[src/rtl/complex_arithmetic_unit_core_macros.svh]
// Assertion macros for the complex arithmetic unit RTL.
`ifndef COMPLEX_ARITHMETIC_UNIT_CORE_MACROS_SVH
`define COMPLEX_ARITHMETIC_UNIT_CORE_MACROS_SVH
`ifndef SYNTHESIS
`define CAU_ASSERT_IMPL(name, clk, rstn, ante, cons) \
    name: assert property (@(posedge clk) disable iff (!rstn) (ante) |-> (cons)) \
        else $error("assertion failed");
`define CAU_ASSERT_NEXT(name, clk, rstn, ante, cons) \
    name: assert property (@(posedge clk) disable iff (!rstn) (ante) |=> (cons)) \
        else $error("assertion failed");
`else
`define CAU_ASSERT_IMPL(name, clk, rstn, ante, cons)
`define CAU_ASSERT_NEXT(name, clk, rstn, ante, cons)
`endif
`endif

[src/rtl/cau_pkg.sv]
// Shared types, operation codes and saturation helpers for the complex arithmetic unit.
package cau_pkg;

    localparam logic [1:0] KIND_ADD = 2'd0;
    localparam logic [1:0] KIND_SUB = 2'd1;
    localparam logic [1:0] KIND_MUL = 2'd2;
    localparam logic [1:0] KIND_DIV = 2'd3;

    localparam logic [2:0] CLS_ADD = 3'd0;
    localparam logic [2:0] CLS_SUB = 3'd1;
    localparam logic [2:0] CLS_MUL = 3'd2;
    localparam logic [2:0] CLS_DIV = 3'd3;
    localparam logic [2:0] CLS_DZ  = 3'd4;

    typedef struct packed {
        logic [2:0]         cls;
        logic signed [31:0] ar;
        logic signed [31:0] ai;
        logic signed [31:0] br;
        logic signed [31:0] bi;
    } cmd_t;

    typedef struct packed {
        logic        neg;
        logic [63:0] mag;
    } sm_t;

    typedef struct packed {
        logic [31:0] val;
        logic        ovf;
    } sat_t;

    function automatic sm_t to_sm(input logic signed [64:0] v);
        sm_t s;
        logic [64:0] n;
        n = -v;
        s.neg = v[64];
        s.mag = v[64] ? n[63:0] : v[63:0];
        return s;
    endfunction

    function automatic sat_t sat32(input sm_t s);
        sat_t r;
        logic [63:0] lim;
        logic [63:0] m;
        logic [63:0] n;
        lim = s.neg ? 64'h0000_0000_8000_0000 : 64'h0000_0000_7FFF_FFFF;
        m = s.mag;
        r.ovf = 1'b0;
        if (m > lim) begin
            m = lim;
            r.ovf = 1'b1;
        end
        n = -m;
        r.val = s.neg ? n[31:0] : m[31:0];
        return r;
    endfunction

endpackage

[src/rtl/cau_front.sv]
// Input stage: registers the incoming beat and classifies the operation.
module cau_front (
    input  logic                 aclk,
    input  logic                 aresetn,
    input  logic                 s_tvalid,
    output logic                 s_tready,
    input  logic [1:0]           s_tuser,   // kind
    input  logic [127:0]         s_tdata,   // a_real, a_imag, b_real, b_imag
    output logic                 cmd_valid,
    input  logic                 cmd_ready,
    output cau_pkg::cmd_t        cmd
);

    logic          valid_reg;
    cau_pkg::cmd_t cmd_reg;
    cau_pkg::cmd_t cmd_next;

    assign s_tready  = !valid_reg || cmd_ready;
    assign cmd_valid = valid_reg;
    assign cmd       = cmd_reg;

    always_comb begin
        cmd_next.ar = s_tdata[31:0];
        cmd_next.ai = s_tdata[63:32];
        cmd_next.br = s_tdata[95:64];
        cmd_next.bi = s_tdata[127:96];
        case (s_tuser)
            cau_pkg::KIND_ADD: cmd_next.cls = cau_pkg::CLS_ADD;
            cau_pkg::KIND_SUB: cmd_next.cls = cau_pkg::CLS_SUB;
            cau_pkg::KIND_MUL: cmd_next.cls = cau_pkg::CLS_MUL;
            default: begin
                cmd_next.cls = (s_tdata[127:64] == 64'd0) ? cau_pkg::CLS_DZ
                                                          : cau_pkg::CLS_DIV;
            end
        endcase
    end

    always_ff @(posedge aclk) begin
        if (!aresetn) begin
            valid_reg <= 1'b0;
        end else if (s_tready) begin
            valid_reg <= s_tvalid;
        end
    end

    always_ff @(posedge aclk) begin
        if (s_tvalid && s_tready) begin
            cmd_reg <= cmd_next;
        end
    end

endmodule

[config.mk]
export PLATFORM = sky130hd
export DESIGN_NAME = cau_front
export DESIGN_NICKNAME = d
export VERILOG_FILES = /design/src/rtl/complex_arithmetic_unit_core_macros.svh /design/src/rtl/cau_pkg.sv /design/src/rtl/cau_front.sv
export SDC_FILE = /design/constraint.sdc
export NUM_CORES = 1
export LEC_CHECK = 0
export ABC_AREA = 1
export BUFFER_PORTS_ARGS = -buffer_cell sky130_fd_sc_hd__buf_2
export CAP_MARGIN = 0
export CORE_MARGIN = 4
export CORE_UTILIZATION = 40
export CTS_BUF_LIST = sky130_fd_sc_hd__clkbuf_16
export CTS_CLUSTER_DIAMETER = 120
export DETAILED_ROUTE_END_ITERATION = 8
export PLACE_DENSITY_LB_ADDON = 0.3
export SYNTH_ARGS = -nofsm -noshare
export SYNTH_HDL_FRONTEND = slang
export SYNTH_SLANG_ARGS = --single-unit
[constraint.sdc]
create_clock -name aclk -period 9.85 [get_ports aclk]
set_input_delay 1.97 -clock aclk [delete_from_list [all_inputs] [get_ports aclk]]
set_output_delay 1.97 -clock aclk [all_outputs]
set_load 0.02 [all_outputs]
; ---- Yosys cells after proc, flatten, opt, wreduce, memory -nomap -nowiden
; Cells that the tools add are included.
[totals]
ff_bits = 132
inputBits = 134
out_inout_bits = 133
wordCells = 15
[classes]
n_eq_ne = 2
muxes = 2
reduce_logical = 5
[op_table]
columns = operator, count
row1 = $logic_not A64 Y1, 1
row2 = $pmux W3 S3, 1
row3 = $mux W3, 1
row4 = $eq A2 B1 Y1 const B, 1
row5 = $eq A2 B2 Y1 const B, 1
row6 = $logic_not A2 Y1, 1
row7 = $logic_and A1 B1 Y1, 1
row8 = $logic_not A1 Y1, 1
row9 = $logic_or A1 B1 Y1, 1

; ---- Depth between registers and ports, before layout
[depth]
word_depth = 3
mapped_depth = 8
ltp_nobuf = 8

; ---- Worst setup path before layout
; Ideal clock, no wire load.
[synth_path]
kind = input port to flip-flop
from = in s_tvalid
to = reg cmd_reg, in the netlist cmd[0] (enable)
setup_ps = 665
arrival_ps = 8314
required_ps = 9185
slack_ps = 871
stages = 2
path_buffers = 0
path_cell_list = inv_1 a21oi_1
[synth_between]
elab_chain_len = 1
[synth_rtl]
columns = item, line_no
row1 = "start, declared", cau_front.sv:5  ; input logic s_tvalid,
row2 = $logic_and A1 B1 Y1, cau_front.sv:47  ; if (s_tvalid && s_tready) begin
row3 = "end signal, assigned", cau_front.sv:48  ; cmd_reg <= cmd_next;
row4 = "end, declared", cau_front.sv:15  ; cau_pkg::cmd_t cmd_reg;
; No other way between the ends.
; A chain may end at the register's enable or synchronous reset.

; ---- Worst setup path in the final report
[layout_path]
from = in cmd_ready
to = out s_tready
[layout_between]
elab_chain_len = 1
[layout_rtl]
columns = item, line_no
row1 = "start, declared", cau_front.sv:10  ; input logic cmd_ready,
row2 = $logic_or A1 B1 Y1, cau_front.sv:18  ; assign s_tready = !valid_reg || cmd_ready;
row3 = "end, declared", cau_front.sv:6  ; output logic s_tready,
; No other way between the ends.

==> results.toml <==
[status]
status = "complete, no violations"

[synth]
ys_async_sr_fraction_pct = 0
synth_top_area_share_pct = 92.3
muxShareOfSynthArea_pct = 0
synth_area_mm2 = 0.00426
synth_top_family_by_area = "simple AND/OR/NAND/NOR gates"
synth_cell_types = 10
ys.flop_type = "edfxtp_1"
synth_edf_count = 131
ys_top_cells_by_area = "edfxtp_1, nor2_1, nand2_1, dfxtp_1, inv_1"
synthTopCellsByCount = "edfxtp_1, nor2_1, nand2_1"
syn_avg_cell_area_um2 = 20.3
ys_seq_elements = 132
synth-xor-area-share_pct = 0
synthesis.nets = 344
synth_cells = 210
synth_top_cell_by_area = "edfxtp_1"
ys_seq_area_share_pct = 92.8
synth_compound_area_share_pct = 0.294
synth_most_common_cell = "edfxtp_1"
yosys.area_share.adder_pct = 0
synthSimpleGateAreaFrac_pct = 6.55
yosysWarnings = 0

[floorplan]
die_w_um = 111
coreArea_mm2 = 0.0104
row_count = 37
start_util_pct = 41.1
dieArea_mm2 = 0.0124
fp.dieH_um = 111
ios = 267

[pwr]
power_leakage_nw = 2.77
total_power_mw = 1.45
peakVddDrop_uv = 119
powerDensity_mw_per_mm2 = 226

[sta]
setup-tns-final_ps = 0
setup_viol_count_final = 0
period_needed_ps = 4360
grt_setup_unrepaired = "no"
period_share_pct = 44.3
slew_headroom_pct = 46.2
slew_viol_final = 0
setup_ws_ps = 5490
hold_viol_final = 0
skew_ps = 4.04
tightest_slew_ps = 807
timing.hold.ws_ps = 566
max_freq_mhz = 229

[clock_tree]
cts_root_buffer = "clkbuf_16"
cts_tree = "yes"
cts_hold_buf = 0
post-cts-setup-buffers = 0
ctsResizeCount = 0
cts_max_path_buffers = 2
clock_latency_ps = 390
numCtsBuffers = 17
clk_pin_slew_ps = 50
htree_levels = 4
clkSinkCount = 132

[finish]
layout-drive-gt1-share_pct = 58.9
seq_area_mm2 = 0.00395
final_cells = 646
largest_reg_flops = 131
multi_input_area_um2 = 303
n_fill_cell = 803
area_growth_pct = 50.9
fin_util_pct = 62.0
finalInstanceArea_mm2 = 0.00643
fin_nets = 631

[route]
first_iter_violations = 161
first_pass_iters = 4
routedWlPerCell_um = 15.9
drt_wl_total_um = 10300
vias_per_cell = 4.39
drc = 0
ant_nets = 0
dr_total_vias = 2838

[placement]
dp_slack_ps = 5490
dp_hpwl_um = 8080
gp_congestion = 0.769
placedInstanceArea_mm2 = 0.00579
port_buffers = 266
placed_cells = 614

[critical_path]
ff2ff_path_depth = 3
cp-end-kind = "output pin"
critPathKind = "in -> out"
start_kind = "input pin"
arrival_ps = 2390
worstPathMaxFanout = 2
required_ps = 7880

[grt]
overflow = 0
antenna_found_initial = 1
grt_pass1_vias = 2917
track_usage_pct = 16.6
grt_max_degree = 69
grt_pass1_wl_um = 15500

[min_path]
holdPathStages = 2
hold_class = "reg -> reg"

[job]
drv_cap = 0
## cells by family after synthesis
family,count (synthesis)
AO/OA/AOI/OAI,2
buffers and inverters,4
flip-flops,132
AND/OR/NAND/NOR,72
## power by group
group / internal (mW) / switching, mW / total [mW]
Clock: 0.446 / 0.218 / 0.665
Sequential: 0.658 / 0.00750 / 0.666
Combinational: 0.0422 / 0.0795 / 0.122
Total: 1.15 / 0.305 / 1.45
## final cells by class
type	instances	share of cell area, %
flip-flops and latches	132	61.5
well taps	136	2.65
diodes	1	0.0389
repair buffers	268	20.9
inverters	4	0.234
multi-input cells	74	4.71
clock buffers	17	6.62
clock inverters	14	3.29
## path summary, 6_finish.rpt
| kind | startpoint | to | slack [ps] |
|---|---|---|---|
| worst min-delay path | cmd_valid | cmd_valid | 570 |
| worst max register to register | cmd_valid | cmd[34] | 7500 |
| worst min register to register | cmd_valid | cmd_valid | 570 |
| worst max-delay path | cmd_ready | s_tready | 5490 |
## critical path, stage by stage
cell	delay, ps
buf_2	90
inv_1	100
nand2_1	70
buf_2	160
## cell usage in the layout, fill, tap and decap left out
cell type	count
inv_1	5
clkbuf_16	17
dfxtp_1	1
or2_2	1
edfxtp_1	131
diode_2	1
bufinv_16	5
buf_4	2
nor2_2	2
clkinv_4	3
clkinv_1	2
a21oi_4	1
buf_2	266
nand2_1	27
a21boi_0	1
nor2_1	41
inv_6	1
nand3_1	1
clkinvlp_4	2
## routing by layer
| metal | vias to the layer above | GRT usage [%] | routed length (um) | part of all wire [%] |
|---|---|---|---|---|
| li1 | 1355 | - | - | - |
| met1 | 1305 | 16.6 | 3430 | 33 |
| met2 | 166 | 29.1 | 5590 | 54 |
| met3 | 12 | 7.81 | 1120 | 11 |
| met4 | 0 | 7.79 | 138 | 1.3 |
| met5 | - | 0 | 0 | 0 |
Note: power is estimated with default switching activity, not from simulation.
