--- src/rtl/complex_arithmetic_unit_core_macros.svh ---
// Assertion macros for the complex arithmetic unit RTL.
`ifndef COMPLEX_ARITHMETIC_UNIT_CORE_MACROS_SVH
`define COMPLEX_ARITHMETIC_UNIT_CORE_MACROS_SVH
`ifndef SYNTHESIS
`define CAU_ASSERT_IMPL(name, clk, rstn, ante, cons) \
    name: assert property (@(posedge clk) disable iff (!rstn) (ante) |-> (cons)) \
        else $error("assertion failed");
`define CAU_ASSERT_NEXT(name, clk, rstn, ante, cons) \
    name: assert property (@(posedge clk) disable iff (!rstn) (ante) |=> (cons)) \
        else $error("assertion failed");
`else
`define CAU_ASSERT_IMPL(name, clk, rstn, ante, cons)
`define CAU_ASSERT_NEXT(name, clk, rstn, ante, cons)
`endif
`endif

--- src/rtl/cau_fifo.sv ---
// Small register queue between the front and back ends.
module cau_fifo #(
    parameter int WIDTH = 8,
    parameter int DEPTH = 4
) (
    input  logic             aclk,
    input  logic             aresetn,
    input  logic             in_valid,
    output logic             in_ready,
    input  logic [WIDTH-1:0] in_data,
    output logic             out_valid,
    input  logic             out_ready,
    output logic [WIDTH-1:0] out_data
);

    localparam int ADDR_W = (DEPTH > 1) ? $clog2(DEPTH) : 1;
    localparam int CNT_W  = $clog2(DEPTH + 1);
    localparam logic [ADDR_W-1:0] LAST = ADDR_W'(DEPTH - 1);

    logic [WIDTH-1:0]  mem_reg [DEPTH];
    logic [ADDR_W-1:0] wr_ptr_reg;
    logic [ADDR_W-1:0] rd_ptr_reg;
    logic [CNT_W-1:0]  count_reg;
    logic              push;
    logic              pop;

    assign in_ready  = (count_reg != CNT_W'(DEPTH));
    assign out_valid = (count_reg != '0);
    assign out_data  = mem_reg[rd_ptr_reg];
    assign push      = in_valid && in_ready;
    assign pop       = out_valid && out_ready;

    always_ff @(posedge aclk) begin
        if (!aresetn) begin
            wr_ptr_reg <= '0;
            rd_ptr_reg <= '0;
            count_reg  <= '0;
        end else begin
            if (push) begin
                wr_ptr_reg <= (wr_ptr_reg == LAST) ? '0 : wr_ptr_reg + 1'b1;
            end
            if (pop) begin
                rd_ptr_reg <= (rd_ptr_reg == LAST) ? '0 : rd_ptr_reg + 1'b1;
            end
            if (push && !pop) begin
                count_reg <= count_reg + 1'b1;
            end else if (pop && !push) begin
                count_reg <= count_reg - 1'b1;
            end
        end
    end

    always_ff @(posedge aclk) begin
        if (push) begin
            mem_reg[wr_ptr_reg] <= in_data;
        end
    end

endmodule

--- config.mk ---
export PLATFORM = sky130hd
export DESIGN_NAME = cau_fifo
export DESIGN_NICKNAME = d
export VERILOG_FILES = /design/src/rtl/complex_arithmetic_unit_core_macros.svh /design/src/rtl/cau_fifo.sv
export SDC_FILE = /design/constraint.sdc
export NUM_CORES = 1
export LEC_CHECK = 0
export BUFFER_PORTS_ARGS = -buffer_cell sky130_fd_sc_hd__clkbuf_2
export CAP_MARGIN = 20
export CELL_PAD_IN_SITES_DETAIL_PLACEMENT = 1
export CELL_PAD_IN_SITES_GLOBAL_PLACEMENT = 2
export CORE_UTILIZATION = 41
export DETAILED_ROUTE_END_ITERATION = 10
export PLACE_DENSITY = 0.82
export REMOVE_ABC_BUFFERS = 1
export SLEW_MARGIN = 20
export SYNTH_ARGS = -nofsm -noshare
export SYNTH_HDL_FRONTEND = slang
export SYNTH_SLANG_ARGS = --single-unit
--- constraint.sdc ---
create_clock -name aclk -period 2.8 [get_ports aclk]
set_input_delay 0.28 -clock aclk [delete_from_list [all_inputs] [get_ports aclk]]
set_output_delay 0.28 -clock aclk [all_outputs]
set_load 0.02 [all_outputs]
Word level (Yosys, flattened, before mapping)
Memory sizes are Yosys's and may differ from the RTL's. A register that Yosys moved wholly into a read port is not among the register bits.
Index checks and enable logic that the tools add are counted.
Widths: inputs -> output; s select.
Storage, ports and cells
  bits in registers: 7
  bits in latches: 0
  memory bits (writable): 32
  memory bits (read-only): 0
  output and inout port bits: 10
  logic and storage cells: 27
  memories: 1
Memory list
  mem_reg: depth 4, bits a word 8, rd ports 1, clocked after memory_dff 1, write ports 1, RTL line cau_fifo.sv:20  | logic [WIDTH-1:0] mem_reg [DEPTH];
Operators by class
  $add $sub $neg: 4
  $mul: 0
  div/mod/pow operators: 0
  order comparisons: 0
  equal/unequal tests: 3
  shifts and indexed selects: 0
  mux-type cells: 8
  bitwise operators: 0
  reductions and logical operators: 8
Operators by type and width (count)
  $mux 2: 4
  $mux 3: 2
  $add 2x1->2 const B: 2
  $eq 2x2->1 const B: 2
  $logic_and 1x1->1: 4
  $add 3x1->3 const B: 1
  $ne 3x3->1 const B: 1
  $reduce_bool 3->1: 1
  $sub 3x1->3 const B: 1
  $logic_not 1->1: 2
  $mux 1: 2
  $reduce_bool 2->1: 1

Longest topological paths before layout
Gate-level depths: netlist of run 1.
  word-level depth: 6
  depth in mapped cells: 9
  gate-level depth less buffers: 8

Worst setup path before layout of run 1
Ideal clock, no wire load.
  path type: reg-to-reg
  start: reg count_reg[0]
  end: reg count_reg[2]
  arrival: 2.155 ns
  required time: 2.724 ns
  path slack: 0.569 ns
  stages on the path, launching flop included: 10
  path buffers: 1
  clock period less this slack: 2.231 ns
  cell sequence: dfxtp_1 > or3b_1 > clkbuf_2 > and2_4 > ha_1 > inv_1 > fa_1 > xor2_1 > or3_2 > a21boi_0
Between the ends
  word-level cells in the longest chain between the ends: 5
  elaborated cells on any way between the ends: 13
RTL lines
  start: declaration: RTL line cau_fifo.sv:23  | logic [CNT_W-1:0] count_reg;
  start signal: assignment: RTL line cau_fifo.sv:46  | count_reg <= count_reg + 1'b1;
  start signal: assignment: RTL line cau_fifo.sv:48  | count_reg <= count_reg - 1'b1;
  $ne 3x3->1 (*): RTL line cau_fifo.sv:27  | assign in_ready = (count_reg != CNT_W'(DEPTH));
  via in_ready: RTL line cau_fifo.sv:9  | output logic in_ready,
  $logic_and 1x1->1 (*): RTL line cau_fifo.sv:30  | assign push = in_valid && in_ready;
  via push: RTL line cau_fifo.sv:24  | logic push;
  $logic_not 1->1: RTL line cau_fifo.sv:47  | end else if (pop && !push) begin
  $logic_and 1x1->1: RTL line cau_fifo.sv:47
  $reduce_bool 2->1 (no source line)
The timed path passes the listed nets; every way through them passes the cells marked *. The select of a mux whose other input is x is not followed.
A chain may end at the register's enable or synchronous reset.

Final worst setup path of run 1
  start: reg count_reg[0]
  end: reg count_reg[2]
Between the ends
  word-level cells in the longest chain between the ends: 5
  elaborated cells on any way between the ends: 13
RTL lines
  branches (longest 5 deep; another with $sub 3x1->3)
Parallel ways; which one is timed is not known. The select of a mux whose other input is x is not followed.

==> results of run 1 <==
worst max-delay path: stages, from the launching register on:
cell,delay (ns)
sky130_fd_sc_hd__dfxtp_1,0.37
sky130_fd_sc_hd__o31ai_1,0.53
sky130_fd_sc_hd__ha_1,0.30
sky130_fd_sc_hd__inv_1,0.06
sky130_fd_sc_hd__fa_1,0.37
sky130_fd_sc_hd__xor2_1,0.16
sky130_fd_sc_hd__or3_2,0.41
sky130_fd_sc_hd__a21boi_0,0.16
area by class of cell:
class	count	area (µm²)
clock inverter	2	10.0
clock buffer	6	72.6
multi-input combinational	45	465
inverter	3	11.3
timing repair buffer	21	105
sequential	41	1140
tap	48	60.1
fill	395	1880
per-stage QoR:
| stage | std cells | setup slack (ns) | power [µW] |
|---|---|---|---|
| floorplan | 89 | 0.551 | 1190 |
| global placement | 158 | 0.510 | 1320 |
| detailed placement | 158 | 0.364 | 1340 |
| CTS | 166 | 0.362 | 1700 |
| global route | 166 | 0.209 | 1770 |
| finish | 166 | 0.376 | 1680 |
per-layer routing:
| layer | GRT usage (%) | routed length [µm] | up-vias |
|---|---|---|---|
| met4 | 8.15 | 57 | 0 |
| met3 | 3.65 | 91 | 7 |
| met1 | 16.7 | 1110 | 415 |
| met2 | 24.7 | 1350 | 17 |
| li1 | - | - | 404 |
| met5 | 0 | 0 | - |
Yosys cell counts, drive strengths merged:
cell type  instances  area share [%]
edfxtp            32              59
dfxtp              9              11
mux4               8              11
ha                 6             4.6
nand2              5             1.1
and3               4             1.8
o21ai              4             1.2
inv                3            0.69
and2               2            0.92
buf                2            0.54
clkbuf             2            0.54
mux2i              2             1.2
nand3              2            0.61
nor2               2            0.46
or3                2            0.92
a21boi             1            0.46
fa                 1             1.2
nand4              1            0.38
nor2b              1            0.38
o31ai              1            0.46
or3b               1            0.54
xnor2              1            0.54
xor2               1            0.54
cell families (layout without fill, tap and decap cells):
kind of cell,after synthesis,count (layout),share of synthesized area [%]
multiplexers,10,10,12.2
flip-flops,41,41,69.8
buffers and inverters,7,32,1.76
XOR/XNOR,2,2,1.07
AND/OR/NAND/NOR,20,20,7.19
AO/OA/AOI/OAI,6,6,2.14
adder cells (fa/ha/maj),7,7,5.81
report_power, final:
| group | switching (µW) | internal, µW | leakage, µW |
|---|---|---|---|
| clock network | 187 | 172 | 0.0000450 |
| logic | 258 | 229 | 0.000273 |
| registers | 81.5 | 750 | 0.000367 |
| total | 527 | 1150 | 0.000685 |
how the worst max path moves through the flow:
stage,startpoint,to,slack [ns],depth (start not counted)
3_3_place_gp,count_reg[0],count_reg[2],0.51,7
5_1_grt,count_reg[0],count_reg[2],0.21,7
3_5_place_dp,count_reg[0],count_reg[2],0.36,7
4_1_cts,count_reg[0],count_reg[2],0.36,7
6_report,count_reg[0],count_reg[2],0.38,7
2_1_floorplan,count_reg[0],count_reg[2],0.55,8
==> load_flow_metrics.sql, run 1 <==
INSERT INTO impl_metrics (metric_group, metric, value, unit) VALUES
('run_status', 'run_status', 'completed', ''),
('clock_tree', 'clock_insertion_delay_worst_skew', '0.29', 'ns'),
('route', 'viasPerCell', '5.08', ''),
('setup_path', 'worst-r2r-setup-slack', '0.38', 'ns'),
('route', 'route.antenna.remaining_nets', '0', ''),
('cells_and_area', 'post_route_cells_drive_above_1_share', '36.4', '%'),
('clock_tree', 'cts_root_buffer', 'sky130_fd_sc_hd__clkbuf_8', ''),
('cells_and_area', 'fin_util', '49.8', '%'),
('die', 'chipHeight', '65.2', 'µm'),
('route', 'drt-total-wl', '2610', 'µm'),
('placement', 'gp_routability_congestion', '0.672', ''),
('setup_path', 'critPathRequiredTime', '3.02', 'ns'),
('power', 'power_leakage', '0.000685', 'µW'),
('cells_and_area', 'net_count_of_the_finished_layout', '136', ''),
('sta', 'worst_hold_slack', '0.207', 'ns'),
('placement', 'post_dp_cell_area', '1780', 'µm²'),
('clock_tree', 'postCtsResizedCells', '0', ''),
('die', 'start_util', '43.7', '%'),
('global_route', 'grt_pass1_vias', '923', ''),
('yosys', 'synthesis.yosys.warnings', '0', ''),
('die', 'io_pins', '22', ''),
('setup_path', 'timing.setup.critical_path_class', 'register to register', ''),
('yosys', 'syn-instance-count', '93', ''),
('global_route', 'maximum_number_of_pins_on_one_net_before_global_route_repair', '13', ''),
('global_route', 'antenna_found_initial', '0', ''),
('setup_path', 'cp_max_fo', '5', ''),
('sta', 'timing.fmax', '0.413', 'GHz'),
('yosys', 'ys_seq_area_share', '69.8', '%'),
('yosys', 'ys_ff_latch', '41', ''),
('sta', 'finalCriticalPeriod', '2.42', 'ns'),
('route', 'detailed_router_s_first_iteration_violation_count', '41', ''),
('power', 'power-per-cell-area', '900', 'nW/µm²'),
('cells_and_area', 'flow.area_growth_from_synthesis', '14.1', '%'),
('min_path', 'worst_hold_path.num_cells', '1', ''),
('yosys', 'yosys.cell_types.count', '26', ''),
('route', 'routed_wl_per_cell', '15.7', 'µm'),
('clock_tree', 'ctsHoldBuffers', '0', ''),
('yosys', 'synthesis.area', '1640', 'µm²'),
('global_route', 'total_routing_usage_reported_by_global_routing', '14.5', '%'),
('route', 'drc', '0', ''),
('sta', 'final_max_slew_viol_count', '0', ''),
('die', 'core_area', '3740', 'µm²'),
('placement', 'place_hpwl', '1890', 'µm'),
('sta', 'setup-tns-final', '0', 'ns'),
('cells_and_area', 'antenna_cells_inserted', '0', ''),
('clock_tree', 'postCtsSetupRepairBufs', '0', ''),
('die', 'die_area', '4250', 'µm²'),
('sta', 'tightest_slew', '0.564', 'ns'),
('sta', 'max_slew_margin', '62.1', '%'),
('die', 'die_x', '65.2', 'µm'),
('route', 'num_vias', '843', ''),
('setup_path', 'critical_path_arrival', '2.64', 'ns'),
('placement', 'io_buffer_count', '21', ''),
('sta', 'worst_clock_skew', '0.00445', 'ns'),
('power', 'worst_ir_drop_vdd', '0.000420', 'V'),
('setup_path', 'worst_r2r_path_depth', '7', ''),
('setup_path', 'worstSetupEndpointType', 'register', ''),
('route', 'firstDrtPassIters', '4', ''),
('clock_tree', 'tritoncts.num_buffers', '5', ''),
('sta', 'finalSetupViolations', '0', ''),
('setup_path', 'regToRegStartpoint', 'count_reg[0]', ''),
('die', 'rows', '22', ''),
('min_path', 'hold_start', 'in_data[6]', ''),
('yosys', 'syn-mean-instance-area', '17.6', 'µm²'),
('min_path', 'worstHoldPathType', 'primary input to register', ''),
('cells_and_area', 'finish.instance_area', '1870', 'µm²'),
('clock_tree', 'cts_tree', 'built', ''),
('clock_tree', 'cts.reportedPaths.clkPinSlew', '0.07', 'ns'),
('clock_tree', 'cts.htree.levels', '2', ''),
('setup_path', 'r2r-end', 'count_reg[2]', ''),
('global_route', 'grt_overflow', '0', ''),
('global_route', 'grt_pass1_wl', '4300', 'µm'),
('sta', 'grt_setup_unrepaired', 'no', ''),
('job', 'drv.max_cap_violation_count', '0', ''),
('cells_and_area', 'largest_register_ff_count', '32', ''),
('setup_path', 'setup.worst_path.start_class', 'register', ''),
('min_path', 'hold_path_end', 'mem_reg[2][6]', ''),
('sta', 'final-hold-violation-count', '0', ''),
('clock_tree', 'ctsLongestPathBuffers', '2', ''),
('cells_and_area', 'most_frequent_standard_cell_in_the_layout_excluding_fill_and_tap_cells', 'sky130_fd_sc_hd__edfxtp_1', ''),
('cells_and_area', 'most-common-layout-cells', 'sky130_fd_sc_hd__edfxtp_1 (32), sky130_fd_sc_hd__clkbuf_2 (21), sky130_fd_sc_hd__dfxtp_1 (9), sky130_fd_sc_hd__mux4_2 (8), sky130_fd_sc_hd__ha_1 (6)', ''),
('clock_tree', 'cts.sink_count', '41', ''),
('sta', 'layout_worst_path_cycle_share', '86.6', '%');
(Power assumes the default switching activity.)
==> run 2: changes to the inputs <==
--- a/config.mk
+++ b/config.mk
@@ -9,9 +9,9 @@
 export CAP_MARGIN = 20
 export CELL_PAD_IN_SITES_DETAIL_PLACEMENT = 1
 export CELL_PAD_IN_SITES_GLOBAL_PLACEMENT = 2
-export CORE_UTILIZATION = 41
+export CORE_UTILIZATION = 35
 export DETAILED_ROUTE_END_ITERATION = 10
-export PLACE_DENSITY = 0.82
+export PLACE_DENSITY = 0.73
 export REMOVE_ABC_BUFFERS = 1
 export SLEW_MARGIN = 20
 export SYNTH_ARGS = -nofsm -noshare
==> load_flow_metrics.sql, run 2 (synthesis results as in run 1) <==
INSERT INTO impl_metrics (metric_group, metric, value, unit) VALUES
('setup_path', 'setup.worst_path.start_class', 'register', ''),
('global_route', 'maximum_number_of_pins_on_one_net_before_global_route_repair', '13', ''),
('die', 'rows', '24', ''),
('setup_path', 'timing.setup.critical_path_class', 'register to register', ''),
('clock_tree', 'cts_root_buffer', 'sky130_fd_sc_hd__clkbuf_8', ''),
('setup_path', 'worstSetupEndpointType', 'register', ''),
('global_route', 'antenna_found_initial', '0', ''),
('placement', 'place_hpwl', '2030', 'µm'),
('route', 'route.antenna.remaining_nets', '0', ''),
('power', 'power-per-cell-area', '941', 'nW/µm²'),
('sta', 'max_slew_margin', '57.9', '%'),
('power', 'netSwitchingFraction', '30.2', '%'),
('clock_tree', 'tritoncts.num_buffers', '5', ''),
('cells_and_area', 'most-common-layout-cells', 'sky130_fd_sc_hd__edfxtp_1 (32), sky130_fd_sc_hd__clkbuf_2 (21), sky130_fd_sc_hd__dfxtp_1 (9), sky130_fd_sc_hd__mux4_2 (8), sky130_fd_sc_hd__ha_1 (6)', ''),
('placement', 'io_buffer_count', '21', ''),
('cells_and_area', 'net_count_of_the_finished_layout', '136', ''),
('sta', 'final_max_slew_viol_count', '0', ''),
('clock_tree', 'cts.reportedPaths.clkPinSlew', '0.07', 'ns'),
('power', 'power_leakage', '0.000693', 'µW'),
('setup_path', 'cp_max_fo', '5', ''),
('power', 'internal-power', '1240', 'µW'),
('sta', 'timing.fmax', '0.397', 'GHz'),
('cells_and_area', 'finish.instance_area', '1890', 'µm²'),
('power', 'netSwitchingPower', '539', 'µW'),
('cells_and_area', 'fin_util', '42.9', '%'),
('route', 'detailed_router_s_first_iteration_violation_count', '22', ''),
('die', 'core_area', '4410', 'µm²'),
('die', 'chipHeight', '70.4', 'µm'),
('clock_tree', 'ctsHoldBuffers', '0', ''),
('placement', 'post_dp_cell_area', '1790', 'µm²'),
('die', 'start_util', '37.0', '%'),
('die', 'io_pins', '22', ''),
('sta', 'finalCriticalPeriod', '2.52', 'ns'),
('setup_path', 'critPathRequiredTime', '3.01', 'ns'),
('sta', 'worst_clock_skew', '0.00336', 'ns'),
('global_route', 'grt_pass1_wl', '4710', 'µm'),
('die', 'die_area', '4950', 'µm²'),
('job', 'drv.max_cap_violation_count', '0', ''),
('clock_tree', 'ctsLongestPathBuffers', '2', ''),
('sta', 'setup-tns-final', '0', 'ns'),
('sta', 'grt_setup_unrepaired', 'no', ''),
('route', 'num_vias', '875', ''),
('sta', 'layout_worst_path_cycle_share', '90.0', '%'),
('route', 'routed_wl_per_cell', '16.6', 'µm'),
('clock_tree', 'clock_insertion_delay_worst_skew', '0.29', 'ns'),
('sta', 'final-hold-violation-count', '0', ''),
('cells_and_area', 'largest_register_ff_count', '32', ''),
('cells_and_area', 'antenna_cells_inserted', '0', ''),
('die', 'die_x', '70.4', 'µm'),
('clock_tree', 'postCtsSetupRepairBufs', '0', ''),
('placement', 'gp_routability_congestion', '0.703', ''),
('cells_and_area', 'most_frequent_standard_cell_in_the_layout_excluding_fill_and_tap_cells', 'sky130_fd_sc_hd__edfxtp_1', ''),
('cells_and_area', 'flow.area_growth_from_synthesis', '15.8', '%'),
('sta', 'finalSetupViolations', '0', ''),
('clock_tree', 'cts.htree.levels', '2', ''),
('min_path', 'worstHoldPathType', 'primary input to register', ''),
('run_status', 'run_status', 'completed', ''),
('route', 'drc', '0', ''),
('route', 'firstDrtPassIters', '4', ''),
('cells_and_area', 'post_route_cells_drive_above_1_share', '35.6', '%'),
('global_route', 'grt_pass1_vias', '958', ''),
('clock_tree', 'cts.sink_count', '41', ''),
('global_route', 'total_routing_usage_reported_by_global_routing', '13.1', '%'),
('route', 'viasPerCell', '5.15', ''),
('route', 'drt-total-wl', '2830', 'µm'),
('clock_tree', 'postCtsResizedCells', '0', ''),
('power', 'p_comb_share', '27.8', '%'),
('power', 'clkPwrFrac', '25.5', '%'),
('cells_and_area', 'fillCellCount', '441', ''),
('global_route', 'grt_overflow', '0', ''),
('power', 'seq_power_share', '46.7', '%'),
('power', 'power.total', '1780', 'µW'),
('clock_tree', 'cts_tree', 'built', ''),
('setup_path', 'critical_path_arrival', '2.73', 'ns'),
('sta', 'tightest_slew', '0.626', 'ns'),
('power', 'worst_ir_drop_vdd', '0.000300', 'V');
-- run 2: changes by cell type in the layout (fill, tap and decap cells not counted), sizes merged --
cell | before | now
clkinv | 2 | 1
bufinv | 0 | 1
-- run 2: final timing paths --
| kind | from | to | slack (ns) | depth (start not counted) |
|---|---|---|---|---|
| max | count_reg[0] | count_reg[2] | 0.28 | 7 |
| min | in_data[0] | mem_reg[1][0] | 0.21 | 1 |
| max reg2reg | count_reg[0] | count_reg[2] | 0.28 | 7 |
| min reg2reg | wr_ptr_reg[1] | wr_ptr_reg[1] | 0.52 | 2 |
-- run 2: layout make-up --
class	count	area [µm²]	area share [%]
clock buffer	6	72.6	3.83
clock inverter	2	33.8	1.78
inverter	3	11.3	0.594
sequential	41	1140	60.2
multi-input combinational	45	465	24.6
tap	52	65.1	3.43
timing repair buffer	21	105	5.55
-- run 2: stage by stage --
stage	instances	hold slack [ns]	setup WS, ns
final	170	0.209	0.279
after global routing	170	0.206	0.121
after detailed placement	162	0.505	0.262
after CTS	170	0.199	0.253
after floorplan	89	0.379	0.551
after global placement	162	0.489	0.503
-- run 2: per-layer routing --
| metal | GRT usage [%] | share of wire, % | routed length, µm |
|---|---|---|---|
| met3 | 4.47 | 4.1 | 116 |
| met5 | 0 | 0 | 0 |
| met4 | 4.67 | 1.5 | 43 |
| met2 | 23.1 | 54 | 1520 |
| met1 | 14.5 | 40 | 1150 |
-- run 2: power by group through the flow --
stage / clock [µW] / sequential, µW / combinational (µW)
2_1_floorplan: 0 / 823 / 363
3_3_place_gp: 0 / 841 / 482
3_5_place_dp: 0 / 851 / 500
4_1_cts: 468 / 838 / 505
5_1_grt: 487 / 849 / 543
6_report: 454 / 832 / 495
-- run 2: critical path: stages (launching register included) --
cell and delay (ns):
sky130_fd_sc_hd__dfxtp_1 0.37, sky130_fd_sc_hd__o31ai_1 0.57, sky130_fd_sc_hd__ha_1 0.30, sky130_fd_sc_hd__inv_1 0.06
sky130_fd_sc_hd__fa_1 0.38, sky130_fd_sc_hd__xor2_1 0.17, sky130_fd_sc_hd__or3_2 0.40, sky130_fd_sc_hd__a21boi_0 0.19
